**config.mk**
```make
export PLATFORM = sky130hd
export DESIGN_NAME = selective_repeat_receiver_unit
export DESIGN_NICKNAME = d
export VERILOG_FILES = /design/src/rtl/core/srr_pkg.sv /design/src/rtl/core/srr_front.sv /design/src/rtl/core/srr_back.sv /design/src/rtl/core/selective_repeat_receiver_unit.sv
export SDC_FILE = /design/constraint.sdc
export NUM_CORES = 1
export LEC_CHECK = 0
export BUFFER_PORTS_ARGS = -buffer_cell sky130_fd_sc_hd__clkbuf_2
export CORE_MARGIN = 1.5
export CORE_UTILIZATION = 46
export DETAILED_ROUTE_END_ITERATION = 16
export GPL_TIMING_DRIVEN = 0
export MAX_ROUTING_LAYER = met4
export PLACE_DENSITY = 0.66
export SLEW_MARGIN = 0
export SYNTH_ARGS = -nofsm -noshare
export SYNTH_HDL_FRONTEND = slang
export SYNTH_HIERARCHICAL = 1
export SYNTH_SLANG_ARGS = --single-unit
```
**constraint.sdc**
```tcl
create_clock -name clk -period 6.9 [get_ports clk]
set_input_delay 1.38 -clock clk [delete_from_list [all_inputs] [get_ports clk]]
set_output_delay 1.38 -clock clk [all_outputs]
set_load 0.05 [all_outputs]
```
**src/rtl/core/srr_pkg.sv**
```systemverilog
// Shared constants and helpers for the selective-repeat receiver.
// No dependencies.
`timescale 1ns / 1ps

package srr_pkg;

	localparam logic KIND_ACK     = 1'b0;
	localparam logic KIND_DELIVER = 1'b1;

	function automatic int pad_bytes(input int bits);
		return ((bits + 7) >> 3) << 3;
	endfunction

endpackage

```
**src/rtl/core/srr_front.sv**
```systemverilog
// Front end: accepts packets, drops bad-checksum ones, queues good ones.
// Two-entry queue toward srr_back. Depends on srr_pkg.
`timescale 1ns / 1ps

module srr_front
	import srr_pkg::*;
#(
	parameter int SEQ_BITS     = 3,
	parameter int PAYLOAD_BITS = 32
) (
	input  logic                    clk,
	input  logic                    arst_n,
	input  logic                    in_valid,
	output logic                    in_ready,
	input  logic                    in_ok,
	input  logic [SEQ_BITS-1:0]     in_seq,
	input  logic [PAYLOAD_BITS-1:0] in_payload,
	output logic                    q_valid,
	input  logic                    q_pop,
	output logic [SEQ_BITS-1:0]     q_seq,
	output logic [PAYLOAD_BITS-1:0] q_payload
);

	logic [SEQ_BITS-1:0]     seq_q     [2];
	logic [PAYLOAD_BITS-1:0] payload_q [2];
	logic                    wr_ptr_q;
	logic                    rd_ptr_q;
	logic [1:0]              count_q;
	logic                    push;
	logic                    pop;

	assign in_ready  = (count_q != 2'd2);
	assign push      = in_valid && in_ready && in_ok;
	assign q_valid   = (count_q != 2'd0);
	assign pop       = q_pop && q_valid;
	assign q_seq     = seq_q[rd_ptr_q];
	assign q_payload = payload_q[rd_ptr_q];

	always_ff @(posedge clk or negedge arst_n) begin
		if (!arst_n) begin
			wr_ptr_q <= 1'b0;
			rd_ptr_q <= 1'b0;
			count_q  <= 2'd0;
		end else begin
			if (push) wr_ptr_q <= ~wr_ptr_q;
			if (pop) rd_ptr_q <= ~rd_ptr_q;
			case ({push, pop})
				2'b10:   count_q <= count_q + 2'd1;
				2'b01:   count_q <= count_q - 2'd1;
				default: count_q <= count_q;
			endcase
		end
	end

	always_ff @(posedge clk) begin
		if (push) begin
			seq_q[wr_ptr_q]     <= in_seq;
			payload_q[wr_ptr_q] <= in_payload;
		end
	end

endmodule

```
**src/rtl/core/srr_back.sv**
```systemverilog
// Back end: window check, slot store, acknowledge and in-order delivery.
// Pops srr_front's queue, drives the result register. Depends on srr_pkg.
`timescale 1ns / 1ps

module srr_back
	import srr_pkg::*;
#(
	parameter int WINDOW_SIZE  = 4,
	parameter int SEQ_BITS     = 3,
	parameter int PAYLOAD_BITS = 32
) (
	input  logic                    clk,
	input  logic                    arst_n,
	input  logic                    q_valid,
	output logic                    q_pop,
	input  logic [SEQ_BITS-1:0]     q_seq,
	input  logic [PAYLOAD_BITS-1:0] q_payload,
	output logic                    out_valid,
	input  logic                    out_ready,
	output logic                    out_kind,
	output logic [SEQ_BITS-1:0]     out_ack,
	output logic [PAYLOAD_BITS-1:0] out_data,
	output logic                    out_last
);

	localparam int SLOT_W = (WINDOW_SIZE > 1) ? $clog2(WINDOW_SIZE) : 1;
	localparam int CMP_W  = (SEQ_BITS > 5) ? SEQ_BITS + 1 : 6;

	localparam logic ST_IDLE  = 1'b0;
	localparam logic ST_DELIV = 1'b1;

	logic [PAYLOAD_BITS-1:0] slot_payload_q [WINDOW_SIZE];
	logic [WINDOW_SIZE-1:0]  slot_valid_q;
	logic [SLOT_W-1:0]       head_q;
	logic [SEQ_BITS-1:0]     base_q;
	logic                    state_q;

	logic                    out_valid_q;
	logic                    out_kind_q;
	logic [SEQ_BITS-1:0]     out_ack_q;
	logic [PAYLOAD_BITS-1:0] out_data_q;
	logic                    out_last_q;

	logic                    out_free;
	logic [SEQ_BITS-1:0]     offset;
	logic                    in_win;
	logic [SLOT_W:0]         pos_sum;
	logic [SLOT_W-1:0]       pos;
	logic [SLOT_W:0]         head_inc;
	logic [SLOT_W-1:0]       head_nxt;
	logic                    next_valid;
	logic                    take;
	logic                    deliver;

	assign out_free = !out_valid_q || out_ready;
	assign offset   = q_seq - base_q;
	assign in_win   = CMP_W'(offset) < CMP_W'(WINDOW_SIZE);
	assign pos_sum  = {1'b0, head_q} + (SLOT_W + 1)'(offset);
	assign pos      = (pos_sum >= (SLOT_W + 1)'(WINDOW_SIZE)) ?
		SLOT_W'(pos_sum - (SLOT_W + 1)'(WINDOW_SIZE)) : SLOT_W'(pos_sum);
	assign head_inc = {1'b0, head_q} + (SLOT_W + 1)'(1);
	assign head_nxt = (head_inc == (SLOT_W + 1)'(WINDOW_SIZE)) ?
		SLOT_W'(0) : SLOT_W'(head_inc);
	assign next_valid = slot_valid_q[head_nxt] && (head_nxt != head_q);

	assign take    = (state_q == ST_IDLE) && q_valid && out_free;
	assign deliver = (state_q == ST_DELIV) && out_free;
	assign q_pop   = take;

	always_ff @(posedge clk or negedge arst_n) begin
		if (!arst_n) begin
			state_q      <= ST_IDLE;
			slot_valid_q <= '0;
			head_q       <= '0;
			base_q       <= '0;
			out_valid_q  <= 1'b0;
		end else begin
			if (out_free) out_valid_q <= take || deliver;
			case (state_q)
				ST_IDLE: begin
					if (take && in_win) begin
						slot_valid_q[pos] <= 1'b1;
						if (offset == '0) state_q <= ST_DELIV;
					end
				end
				ST_DELIV: begin
					if (deliver) begin
						slot_valid_q[head_q] <= 1'b0;
						head_q <= head_nxt;
						base_q <= base_q + SEQ_BITS'(1);
						if (!next_valid) state_q <= ST_IDLE;
					end
				end
				default: state_q <= ST_IDLE;
			endcase
		end
	end

	always_ff @(posedge clk) begin
		if (take) begin
			if (in_win) slot_payload_q[pos] <= q_payload;
			out_kind_q <= KIND_ACK;
			out_ack_q  <= q_seq;
			out_data_q <= '0;
			out_last_q <= !(in_win && (offset == '0));
		end else if (deliver) begin
			out_kind_q <= KIND_DELIVER;
			out_ack_q  <= '0;
			out_data_q <= slot_payload_q[head_q];
			out_last_q <= !next_valid;
		end
	end

	assign out_valid = out_valid_q;
	assign out_kind  = out_kind_q;
	assign out_ack   = out_ack_q;
	assign out_data  = out_data_q;
	assign out_last  = out_last_q;

endmodule

```
**src/rtl/core/selective_repeat_receiver_unit.sv**
```systemverilog
// Selective-repeat ARQ receiver, top level.
// Instantiates srr_front and srr_back; depends on srr_pkg.
//
// Input stream (s_*): one packet per transfer. s_tdata holds seq_num then
// payload_word; s_tuser is checksum_ok. Bad-checksum packets are taken and
// dropped without a result.
// Output stream (m_*): results. m_tdata holds ack_num then data_word;
// m_tuser is kind (0 ack, 1 delivery); m_tlast marks a packet's final result.
// A good packet yields one ack, and a base packet then one delivery per
// buffered in-order payload, up to WINDOW_SIZE of them.
// The back end handles a good packet as its ack and then its deliveries, and
// takes no new packet until they are done; the delivery loop emits one result per
// cycle from the slot store while m_tready allows. The first result passes through
// the queue and then the result register.
// A two-entry queue sits between intake and the window engine, so input keeps
// flowing while m_tready is low until the queue fills; results are held.
// Reset: all slots empty, window base and head slot at zero.
`timescale 1ns / 1ps

module selective_repeat_receiver_unit
	import srr_pkg::*;
#(
	parameter int WINDOW_SIZE  = 4,
	parameter int SEQ_BITS     = 3,
	parameter int PAYLOAD_BITS = 32,
	localparam int IN_W        = pad_bytes(SEQ_BITS + PAYLOAD_BITS),
	localparam int OUT_W       = pad_bytes(SEQ_BITS + PAYLOAD_BITS)
) (
	input  logic             clk,
	input  logic             arst_n,
	input  logic             s_tvalid,
	output logic             s_tready,
	input  logic [IN_W-1:0]  s_tdata,  // seq_num, payload_word, zero pad
	input  logic             s_tuser,  // checksum_ok
	output logic             m_tvalid,
	input  logic             m_tready,
	output logic [OUT_W-1:0] m_tdata,  // ack_num, data_word, zero pad
	output logic             m_tuser,  // kind
	output logic             m_tlast
);

	logic                    q_valid;
	logic                    q_pop;
	logic [SEQ_BITS-1:0]     q_seq;
	logic [PAYLOAD_BITS-1:0] q_payload;
	logic [SEQ_BITS-1:0]     out_ack;
	logic [PAYLOAD_BITS-1:0] out_data;

	srr_front #(
		.SEQ_BITS    (SEQ_BITS),
		.PAYLOAD_BITS(PAYLOAD_BITS)
	) u_front (
		.clk       (clk),
		.arst_n    (arst_n),
		.in_valid  (s_tvalid),
		.in_ready  (s_tready),
		.in_ok     (s_tuser),
		.in_seq    (s_tdata[SEQ_BITS-1:0]),
		.in_payload(s_tdata[SEQ_BITS+PAYLOAD_BITS-1:SEQ_BITS]),
		.q_valid   (q_valid),
		.q_pop     (q_pop),
		.q_seq     (q_seq),
		.q_payload (q_payload)
	);

	srr_back #(
		.WINDOW_SIZE (WINDOW_SIZE),
		.SEQ_BITS    (SEQ_BITS),
		.PAYLOAD_BITS(PAYLOAD_BITS)
	) u_back (
		.clk      (clk),
		.arst_n   (arst_n),
		.q_valid  (q_valid),
		.q_pop    (q_pop),
		.q_seq    (q_seq),
		.q_payload(q_payload),
		.out_valid(m_tvalid),
		.out_ready(m_tready),
		.out_kind (m_tuser),
		.out_ack  (out_ack),
		.out_data (out_data),
		.out_last (m_tlast)
	);

	assign m_tdata = OUT_W'({out_data, out_ack});

endmodule

```
* After elaboration in Yosys (flattened, before gate mapping)
Memories as Yosys holds them, arrays and structs flattened. A register that Yosys moved wholly into a read port is not among the register bits.
Cells that the tools add are included.
** Cells by class
- Order comparisons :: 7
- $add $sub $neg :: 7
- Reductions and logical operators :: 22
- Equal/unequal tests :: 7
- Bitwise gates (word level) :: 6
- Mux-type cells :: 26
** Operators with widths (count)
- $mux W1 :: 14
- $logic_and A1 B1 Y1 :: 11
- $lt A2 B3 Y1 const B :: 3
- $mux W4 :: 2
- $pmux W4 S2 :: 1
- $mux W3 :: 2
- $ne A2 B2 Y1 const B :: 3
- $reduce_bool A2 Y1 :: 3
- $and A4 B4 Y4 :: 1
- $demux W1 S2 :: 2
- $ge A2 B1 Y1 const B :: 2
- $mux W2 :: 2
- $not A4 Y4 :: 1
- $or A4 B4 Y4 :: 1
- $pmux W2 S2 :: 1
- $reduce_and A2 Y1 :: 2
- $sub A2 B1 Y2 const B :: 2
- $add A2 B1 Y3 const B :: 1
- $add A2 B3 Y3 :: 1
- $add A3 B1 Y3 const B :: 1
- $eq A3 B3 Y1 const B :: 1
- $ge A3 B3 Y1 const B :: 1
- $logic_not A1 Y1 :: 3
- $logic_not A3 Y1 :: 1
- other kinds (10) :: 13
** Storage, ports and cells
- Memories kept :: 3
- RAM bits :: 198
- Output and inout port bits :: 44
- Bits of input ports :: 45
- Register bits after elaboration :: 20
- Logic and storage cells :: 89
** Memory list
- u_back.slot_payload_q :: words 4, bits a word 32, rd ports 1, clocked after memory_dff 1, write ports 1, RTL line srr_back.sv:32 : logic [PAYLOAD_BITS-1:0] slot_payload_q [WINDOW_SIZE];
- u_front.payload_q :: words 2, bits a word 32, rd ports 1, clocked after memory_dff 0, write ports 1, RTL line srr_front.sv:25 : logic [PAYLOAD_BITS-1:0] payload_q [2];
- u_front.seq_q :: words 2, bits a word 3, rd ports 1, clocked after memory_dff 0, write ports 1, RTL line srr_front.sv:24 : logic [SEQ_BITS-1:0] seq_q [2];

* Longest topological paths before layout
Gate-level depths: netlist of the first run.
An unclocked memory read counts as a cell.
- Depth in word-level cells :: 12
- Depth in mapped cells :: 10
- Mapped depth without buffers :: 9

* Cells and area by module
Netlist of the first run, hierarchy kept.
** Modules (own cells, without submodules)
- srr_back :: instances 1, cells an instance 323, area each 6500.0 um^2, sequential area each 4899.7 um^2
- srr_front :: instances 1, cells an instance 127, area each 2743.9 um^2, sequential area each 2202.1 um^2
- selective_repeat_receiver_unit :: instances 1, cells an instance 6, area each 41.3 um^2, sequential area each 0.0 um^2

* Worst setup path after synthesis of the first run
No wires, ideal clock.
- Path type :: reg-to-reg
- From :: register u_front.rd_ptr_q
- To :: memory u_back.slot_payload_q[0][0] (enable)
- Buffers on the path :: 1
- Cell stages (with the launch flop) :: 10
- Data required time :: 6436 ps
- Arrival time :: 4165 ps
- Setup time :: 464 ps
- Clock period less this slack :: 4629 ps
- Setup slack :: 2271 ps
- Cell sequence :: dfrtp_1 -> buf_6 -> mux2_2 -> inv_1 -> ha_1 -> inv_1 -> fa_1 -> xnor2_1 -> xnor2_1 -> nor3_1
** Between the ends
- Longest elaborated chain between the ends :: 6
- Elaborated cells on any way between the ends :: 10
- Those cells by class :: add/sub (3); order compare (2); mux (4); memory (1)
** Ends and longest elaborated chain
- from (decl) :: RTL line srr_front.sv:27 : logic rd_ptr_q;
- from (signal assigned) :: RTL line srr_front.sv:46 : if (pop) rd_ptr_q <= ~rd_ptr_q;
- $mem_v2 Z2 W3 (*)
- via q_seq[0] :: RTL line selective_repeat_receiver_unit.sv:44 : logic [SEQ_BITS-1:0] q_seq;
- $sub A3 B3 Y3 (*) :: RTL line srr_back.sv:56 : assign offset = q_seq - base_q;
- branches (longest 4 deep; another with $add A2 B3 Y3)
- to (decl) :: RTL line srr_back.sv:32
Mark *: on every way through the listed nets, which the timed path passes.

* Worst setup path in the final report of the first run
- From :: register u_front.rd_ptr_q
- To :: memory u_back.slot_payload_q[0][11] (enable)
The elaborated chain is that of the path after synthesis.

==> results of run 1 <==
## cells by family after synthesis
group                    share of synthesized area [%]
flip-flops                                        76.5
buffers and inverters                             2.56
AND/OR/NAND/NOR                                   2.06
XOR/XNOR                                          1.20
adder cells (fa/ha/maj)                           1.43
multiplexers                                      12.2
other                                           0.0404
AO/OA/AOI/OAI                                     3.99
## flip-flops by register name (all words and copies together), names as in the netlist, 2 cells and up
signal	flops
u_back/base_q	3
u_back/head_q	2
u_back/out_ack	3
u_back/out_data	32
u_back/slot_payload_q	128
u_back/slot_valid_q	4
u_front/count_q	2
u_front/payload_q	64
u_front/seq_q	6
## area by class of cell
cell class / count / share of cell area (%)
multi-input cells: 175 / 18.0
inverters: 10 / 0.339
clock inverters: 8 / 0.622
plain buffers: 25 / 1.81
flip-flops and latches: 250 / 64.2
repair buffers: 94 / 5.49
well taps: 265 / 3.00
clock buffers: 38 / 6.46
## worst max-delay path: stages (launching register included)
cell,delay (ps)
dfrtp_1,350
buf_6,180
buf_6,210
mux2_2,390
fa_1,540
xnor2_1,300
xnor2_1,160
nor3_2,830
buf_6,260
buf_8,160
## worst max path at each step
stage / end / cells after the start / from / slack (ps)
floorplan: u_back/slot_payload_q[0][0]$_DFFE_PP_ / 9 / u_front/rd_ptr_q$_DFFE_PN0P_ / 2270
global placement: u_back/slot_payload_q[2][27]$_DFFE_PP_ / 7 / u_front/rd_ptr_q$_DFFE_PN0P_ / 30
detailed placement: u_back/slot_payload_q[0][7]$_DFFE_PP_ / 9 / u_front/rd_ptr_q$_DFFE_PN0P_ / 3190
CTS: u_back/slot_payload_q[0][11]$_DFFE_PP_ / 9 / u_front/rd_ptr_q$_DFFE_PN0P_ / 3160
global route: u_back/slot_payload_q[0][11]$_DFFE_PP_ / 9 / u_front/rd_ptr_q$_DFFE_PN0P_ / 3000
finish: u_back/slot_payload_q[0][11]$_DFFE_PP_ / 9 / u_front/rd_ptr_q$_DFFE_PN0P_ / 3230
## per-layer routing
layer / vias to the layer above / routed length [um] / GRT usage, %
met5: - / 0 / -
met2: 109 / 8630 / 28.2
met1: 2249 / 6940 / 21.2
met4: 0 / 397 / 5.10
li1: 2049 / - / -
met3: 33 / 755 / 2.55
## cells in the final DEF (no fill, tap or decap), types with 8 or more instances in the layout
master,count
edfxtp_1,202
clkbuf_2,78
mux2_2,34
dfxtp_1,33
a22o_1,32
mux4_2,29
clkbuf_16,25
buf_6,15
dfrtp_1,15
clkbuf_1,13
nand2_1,13
inv_1,10
ha_1,9
buf_2,8
xnor2_1,8
## power by group
| group | internal (mW) | leakage, nW | switching, mW |
|---|---|---|---|
| registers | 2.19 | 2.29 | 0.137 |
| logic | 0.758 | 1.34 | 1.14 |
| clock network | 0.750 | 0.381 | 0.527 |
==> impl_metrics.json, run 1 <==
{
  "relSlewSlack_pct": 31.7,
  "routedWlPerCell_um": 19.3,
  "drive_above_1_share_pct": 37.3,
  "avgSynthCellArea_um2": 20.4,
  "hpwl_um": 11000,
  "finalSetupTns_ps": 0,
  "setup_viol": 0,
  "core_mm2": 0.0197,
  "final_hold_viol_count": 0,
  "worst_hold_path_type": "reg -> reg",
  "grt_pass1_vias": 4820,
  "cts-buffers-inserted": 25,
  "num_rows": 51,
  "preCtsSetupSlack_ps": 3190,
  "multi_input_area_mm2": 0.00200,
  "slew_viol_final": 0,
  "utilization_pct": 56.3,
  "clock_skew_ps": 18.6,
  "antenna_found_initial": 0,
  "detailedRoute.firstPassIterationCount": 4,
  "r2r_end": "u_back/slot_payload_q[0][11]$_DFFE_PP_",
  "path_max_fanout": 10,
  "cp-end-kind": "flop",
  "max_freq_ghz": 0.272,
  "worstPathRequired_ps": 7120,
  "maxCapViolations": 0,
  "cts_root_buffer": "clkbuf_16",
  "finalCritPeriodShare_pct": 53.2,
  "synthArstFlopShare_pct": 6.00,
  "synth_cell_type_count": 39,
  "synthToLayoutAreaGrowth_pct": 19.1,
  "track_usage_pct": 16.8,
  "path_class": "reg -> reg",
  "hold-path-endpoint": "u_back/base_q[2]$_DFFE_PN0P_",
  "hold_depth": 1,
  "clkLatencyLatePin_ps": 520,
  "cts_hold_repair.buffers": 0,
  "cts_tree": "built",
  "tightest_slew_ps": 1020,
  "crit_arrival_ps": 3890,
  "synth_edf_count": 202,
  "yosysTopAreaCell": "edfxtp_1",
  "hold_slack_ps": 475,
  "r2r-start": "u_front/rd_ptr_q$_DFFE_PN0P_",
  "synth_seq_area_share_pct": 76.5,
  "synth_top_area_share_pct": 65.3,
  "antenna_cells": 0,
  "synth-seq-cells": 250,
  "cts_resized": 0,
  "die_area_mm2": 0.0210,
  "ctsLongestPathBuffers": 3,
  "start_kind": "flop",
  "seqCellArea_mm2": 0.00710,
  "die_y_um": 145,
  "irDropWorstVdd_uv": 234,
  "gp_congestion": 0.738,
  "grt_pass1_wl_um": 26300,
  "antenna_left": 0,
  "placed_cells": 819,
  "place_area_mm2": 0.0103,
  "yosys_warnings": 6,
  "worstRegToRegCells": 9,
  "viasPerCell": 5.13,
  "synth_flop_cell": "edfxtp_1",
  "fin_cells": 865,
  "fp.dieW_um": 145,
  "vias": 4440,
  "gr-total-overflow": 0,
  "grt_max_degree": 24,
  "num-nets-final": 636,
  "design_area_mm2": 0.0111,
  "start_util_pct": 47.2,
  "p_per_area_mw_per_mm2": 498,
  "r2r_slack_ps": 3230,
  "ioPinCount": 89,
  "hp-start": "u_back/base_q[2]$_DFFE_PN0P_",
  "layout_setup_ws_ps": 3230,
  "post-synth-top-count-cell": "edfxtp_1",
  "routed_wl_um": 16700,
  "rsz0062_at_grt": "no",
  "io_buffers": 78,
  "yosys-top-cells-area": "edfxtp_1 (65%), dfxtp_1 (7.1%), mux4_2 (7.0%), mux2_2 (4.1%), dfrtp_1 (4.0%)",
  "cts-htree-levels": 1,
  "p_leak_nw": 4.01,
  "clkSinkCount": 250,
  "path_clk_slew_ps": 60,
  "status": "finished clean",
  "drt_iter0_drc": 227,
  "fin_crit_ps": 3670,
  "drc": 0,
  "cts_setup_buffers": 0,
  "num-fill-cells": 1545,
  "syn_inst": 456,
  "power_mw": 5.50,
  "synthTopCellsByCount": "edfxtp_1 (202), mux2_2 (34), dfxtp_1 (33)",
  "syn_area_mm2": 0.00929
}
(Power assumes the default switching activity.)
==> run 2: changes to the inputs <==
==> constraint.sdc (replaced) <==
create_clock -name clk -period 3.8 [get_ports clk]
set_input_delay 0.76 -clock clk [delete_from_list [all_inputs] [get_ports clk]]
set_output_delay 0.76 -clock clk [all_outputs]
set_load 0.05 [all_outputs]
==> run 2 against run 1 <==
Count of clock-buffer cells in the layout stayed put. Utilization hardly changed. Critical path depth stayed put. First-iteration DRC count is 5.7% higher. Global-route usage stayed put. Hold slack worse by 300 ps. Sequential share of layout area hardly changed. Largest power group unchanged.
==> impl_metrics.json, run 2 (synthesis results as in run 1) <==
{
  "die_area_mm2": 0.0210,
  "worst_hold_path_type": "in -> async",
  "setup_viol": 0,
  "largest-register": "u_back/slot_payload_q",
  "worstPathRequired_ps": 4020,
  "path_class": "reg -> reg",
  "viasPerCell": 5.14,
  "cpPeakStageDelay_ps": 650,
  "r2r_slack_ps": 260,
  "cts_setup_buffers": 0,
  "drt_iter0_drc": 240,
  "grt_use_met1_pct": 21.2,
  "p_int_mw": 6.73,
  "p_leak_nw": 4.01,
  "antenna_found_initial": 0,
  "path_max_fanout": 10,
  "start_kind": "flop",
  "cts-htree-levels": 1,
  "start_util_pct": 47.2,
  "hpwl_um": 11000,
  "drive_above_1_share_pct": 37.3,
  "track_usage_pct": 16.8,
  "p_switching_mw": 3.28,
  "worstRegToRegCells": 9,
  "antenna_cells": 0,
  "grt_pass1_wl_um": 26300,
  "cts_hold_repair.buffers": 0,
  "cp-end-kind": "flop",
  "die_y_um": 145,
  "preCtsSetupSlack_ps": 85.1,
  "grt_pass1_vias": 4820,
  "io_buffers": 78,
  "pwr-share-comb_pct": 34.6,
  "routedWlPerCell_um": 19.3,
  "cts_tree": "built",
  "final_hold_viol_count": 0,
  "routed_wl_um": 16700,
  "num_rows": 51,
  "num-nets-final": 636,
  "slowest_stage": "nor3_2",
  "sequentialPowerShare_pct": 42.3,
  "ctsLongestPathBuffers": 3,
  "cts-buffers-inserted": 25,
  "largest_reg_flops": 128,
  "fp.dieW_um": 145,
  "met2_usage_pct": 28.2,
  "power_mw": 10.0,
  "grt_max_degree": 24,
  "max_freq_ghz": 0.283,
  "fin_crit_ps": 3540,
  "r2r_end": "u_back/slot_payload_q[2][26]$_DFFE_PP_",
  "path_cells": "buf_6, buf_6, mux2_2, fa_1, xnor2_1, xnor2_1, nor3_2, buf_6, buf_8",
  "cts_root_buffer": "clkbuf_16",
  "cts_resized": 0,
  "layout_setup_ws_ps": 264,
  "pwr-share-clk_pct": 23.1,
  "maxCapViolations": 0,
  "slew_viol_final": 0,
  "core_mm2": 0.0197,
  "final_cell_mix": "edfxtp_1 (202), clkbuf_2 (78), mux2_2 (34)",
  "tightest_slew_ps": 762,
  "clkLatencyLatePin_ps": 520,
  "path_clk_slew_ps": 60,
  "finalCritPeriodShare_pct": 93.1,
  "drc": 0,
  "vias": 4445,
  "gr-total-overflow": 0,
  "r2r-start": "u_front/rd_ptr_q$_DFFE_PN0P_",
  "use_met3_pct": 2.55,
  "top_usage_layer": "met2",
  "detailedRoute.firstPassIterationCount": 4,
  "gp_congestion": 0.738,
  "antenna_left": 0,
  "finalSetupTns_ps": 0,
  "clkSinkCount": 250,
  "synthToLayoutAreaGrowth_pct": 19.1,
  "relSlewSlack_pct": 48.9,
  "clock_skew_ps": 18.8,
  "crit_arrival_ps": 3750,
  "ioPinCount": 89,
  "final_common_cell": "edfxtp_1",
  "crit_path_frequent_cell": "buf_6",
  "status": "finished clean",
  "rsz0062_at_grt": "no",
  "irDropWorstVdd_uv": 424,
  "p_sw_share_pct": 32.8,
  "p_per_area_mw_per_mm2": 905,
  "num-fill-cells": 1545
}
-- run 2: cell types whose count changed in the layout (fill, tap and decap cells not counted) --
cell    change
nor3_2      -1
nor3_4      +1
-- run 2: through the flow --
step | cells | hold WS, ps | utilization (%) | cell area, um2
after CTS | 865 | 169 | 56.3 | 11100
after global routing | 865 | 200 | 56.3 | 11100
after global placement | 803 | 461 | 51.0 | 10000
final | 865 | 171 | 56.3 | 11100
after detailed placement | 819 | 468 | 52.3 | 10300
after floorplan | 460 | 443 | - | 9300
-- run 2: layer usage --
layer | vias to the layer above | wire length [um]
met5 | - | 0
met4 | 0 | 397
met3 | 35 | 761
met2 | 116 | 8570
met1 | 2246 | 6980
li1 | 2048 | -
-- run 2: area by class of cell --
| class | instances | area (um2) | area share (%) |
|---|---|---|---|
| plain buffers | 25 | 200 | 1.81 |
| clock buffers | 38 | 714 | 6.46 |
| clock inverters | 8 | 68.8 | 0.622 |
| inverters | 10 | 37.5 | 0.339 |
| multi-input cells | 175 | 2000 | 18.1 |
| flip-flops and latches | 250 | 7100 | 64.2 |
| well taps | 265 | 332 | 3.00 |
| repair buffers | 94 | 607 | 5.49 |
-- run 2: critical path, delay by kind of cell, from the launching register on --
family,cells,cell delay (ps)
simple gates,1,650
mux,1,390
buf+inv,4,830
xor+xnor,2,490
flops,1,350
fa+ha+maj,1,540
-- run 2: worst max path at each step --
stage / from / slack, ps / endpoint / depth (start not counted)
floorplan: u_front/rd_ptr_q$_DFFE_PN0P_ / -830 / u_back/slot_payload_q[0][0]$_DFFE_PP_ / 9
global placement: u_front/rd_ptr_q$_DFFE_PN0P_ / -3070 / u_back/slot_payload_q[2][27]$_DFFE_PP_ / 7
detailed placement: u_front/rd_ptr_q$_DFFE_PN0P_ / 90 / u_back/slot_payload_q[0][7]$_DFFE_PP_ / 9
CTS: u_front/rd_ptr_q$_DFFE_PN0P_ / 60 / u_back/slot_payload_q[0][11]$_DFFE_PP_ / 9
global route: u_front/rd_ptr_q$_DFFE_PN0P_ / 120 / u_back/slot_payload_q[2][26]$_DFFE_PP_ / 9
finish: u_front/rd_ptr_q$_DFFE_PN0P_ / 260 / u_back/slot_payload_q[2][26]$_DFFE_PP_ / 9
-- run 2: power groups by stage --
stage               Combinational [mW]  Sequential (mW)  Clock, mW
floorplan                         1.96             4.73          0
global placement                  3.13             4.34          0
detailed placement                3.48             4.29          0
CTS                               3.50             4.24       2.38
global route                      3.73             4.30       2.48
finish                            3.46             4.23       2.32
==> run 3: changes to the inputs <==
--- a/config.mk
+++ b/config.mk
@@ -7,11 +7,11 @@
 export LEC_CHECK = 0
 export BUFFER_PORTS_ARGS = -buffer_cell sky130_fd_sc_hd__clkbuf_2
 export CORE_MARGIN = 1.5
-export CORE_UTILIZATION = 46
+export CORE_UTILIZATION = 58
 export DETAILED_ROUTE_END_ITERATION = 16
 export GPL_TIMING_DRIVEN = 0
 export MAX_ROUTING_LAYER = met4
-export PLACE_DENSITY = 0.66
+export PLACE_DENSITY = 0.8
 export SLEW_MARGIN = 0
 export SYNTH_ARGS = -nofsm -noshare
 export SYNTH_HDL_FRONTEND = slang
==> run 3 against run 2 <==
Utilization rose by 13 points. Hold slack got worse by 4.7 ps. Via count rose by 0.67%. Largest cell class unchanged.
==> impl_metrics.json, run 3 (synthesis results as in run 1) <==
{
  "cts_root_buffer": "clkbuf_16",
  "hpwl_um": 10800,
  "max_freq_ghz": 0.281,
  "core_mm2": 0.0158,
  "setup_viol": 0,
  "routedWlPerCell_um": 20.1,
  "gr-total-overflow": 0,
  "status": "finished clean",
  "placed_cells": 768,
  "worstPathRequired_ps": 4020,
  "clkSinkCount": 250,
  "antenna_found_initial": 0,
  "cpPeakStageDelay_ps": 710,
  "antenna_cells": 0,
  "final_common_cell": "edfxtp_1",
  "clkLatencyLatePin_ps": 510,
  "critPathTopFamily": "buffers and inverters",
  "tightest_slew_ps": 856,
  "start_util_pct": 58.9,
  "p_per_area_mw_per_mm2": 912,
  "viasPerCell": 5.51,
  "die_area_mm2": 0.0168,
  "cp-end-kind": "flop",
  "path_clk_slew_ps": 60,
  "drive_above_1_share_pct": 37.2,
  "gp_congestion": 0.788,
  "irDropWorstVdd_uv": 496,
  "routed_wl_um": 16300,
  "drc": 0,
  "drt_iter0_drc": 285,
  "cts_setup_buffers": 0,
  "slew_viol_final": 0,
  "maxCapViolations": 0,
  "num_rows": 46,
  "num-fill-cells": 988,
  "cts-htree-levels": 1,
  "cp.depth": 11,
  "worstRegToRegCells": 11,
  "fp.dieW_um": 130,
  "power_mw": 10.0,
  "path_cells": "buf_6, mux2_2, inv_1, ha_1, inv_1, fa_1, xnor2_1, xnor2_1, nor3_2, buf_6, buf_6",
  "crit_arrival_ps": 3770,
  "crit_path_frequent_cell": "buf_6",
  "grt_max_degree": 26,
  "largest-register": "u_back/slot_payload_q",
  "fin_crit_ps": 3560,
  "die_y_um": 130,
  "antenna_left": 0,
  "grt_pass1_vias": 4696,
  "ctsLongestPathBuffers": 3,
  "ioPinCount": 89,
  "slowest_stage": "nor3_2",
  "r2r_slack_ps": 240,
  "vias": 4475,
  "cts_tree": "built",
  "cts-buffers-inserted": 24,
  "worst_hold_path_type": "in -> async",
  "cts_hold_repair.buffers": 0,
  "detailedRoute.firstPassIterationCount": 4,
  "io_buffers": 78,
  "clock_skew_ps": 10.1,
  "preCtsSetupSlack_ps": 299,
  "num-nets-final": 633,
  "p_leak_nw": 4.00,
  "path_max_fanout": 9,
  "track_usage_pct": 21.1,
  "rsz0062_at_grt": "no",
  "grt_pass1_wl_um": 25200,
  "finalCritPeriodShare_pct": 93.6,
  "start_kind": "flop",
  "relSlewSlack_pct": 42.6,
  "final_hold_viol_count": 0,
  "cp.buffers_inverters": 5,
  "path_class": "reg -> reg",
  "layout_setup_ws_ps": 244,
  "fin_cells": 812,
  "synthToLayoutAreaGrowth_pct": 18.1,
  "final_cell_mix": "edfxtp_1 (202), clkbuf_2 (78), mux2_2 (34)",
  "largest_reg_flops": 128,
  "cts_resized": 0
}
run 3: cell count changes in the layout (fill, tap and decap cells not counted):
cell / previous run / this run
clkinv_2: 3 / 7
buf_4: 5 / 6
clkinvlp_4: 1 / 0
nor3_4: 1 / 0
inv_6: 1 / 0
buf_8: 5 / 3
clkbuf_8: 4 / 0
nor3_2: 3 / 4
clkbuf_1: 13 / 11
buf_6: 15 / 14
bufinv_16: 1 / 3
run 3: area by class of cell:
cell class / count / area, um2 / area share (%)
clock inverter: 12 / 133 / 1.21
timing repair buffer: 92 / 573 / 5.23
sequential: 250 / 7100 / 64.8
clock buffer: 32 / 652 / 5.95
buffer: 25 / 200 / 1.83
inverter: 10 / 37.5 / 0.342
multi-input combinational: 175 / 2000 / 18.2
tap: 216 / 270 / 2.47
run 3: final timing paths:
check,start,to
max in group asynchronous,arst_n,u_back/base_q[1]$_DFFE_PN0P_
setup / recovery,u_front/rd_ptr_q$_DFFE_PN0P_,u_back/slot_payload_q[1][4]$_DFFE_PP_
min in group clk,s_tdata[23],u_front/payload_q[1][20]$_DFFE_PP_
setup reg to reg,u_front/rd_ptr_q$_DFFE_PN0P_,u_back/slot_payload_q[1][4]$_DFFE_PP_
hold reg to reg,u_back/out_data[26]$_SDFFE_PP0P_,u_back/out_data[26]$_SDFFE_PP0P_
hold / removal,arst_n,u_back/state_q$_DFF_PN0_
run 3: per-layer routing:
metal | up-vias | track usage [%] | wire length (um)
li1 | 2036 | - | -
met1 | 2260 | 25.8 | 6440
met2 | 142 | 36.4 | 8560
met3 | 37 | 2.97 | 920
met4 | 0 | 7.19 | 418
met5 | - | - | 0
run 3: metrics by stage:
stage | hold WS [ps] | utilization, % | TNS (ps) | cell area, um2
2_1_floorplan | 443 | - | -108340 | 9300
3_3_place_gp | 461 | 63.2 | -357870 | 9960
3_5_place_dp | 468 | 64.5 | 0 | 10200
4_1_cts | 162 | 69.5 | 0 | 11000
5_1_grt | 182 | 69.5 | 0 | 11000
6_report | 166 | 69.5 | 0 | 11000
run 3: report_power, final:
part	switching, mW	internal, mW	leakage [nW]
Sequential	0.274	3.99	2.29
Clock	0.934	1.41	0.389
Combinational	2.05	1.35	1.32
Total	3.26	6.74	4.00
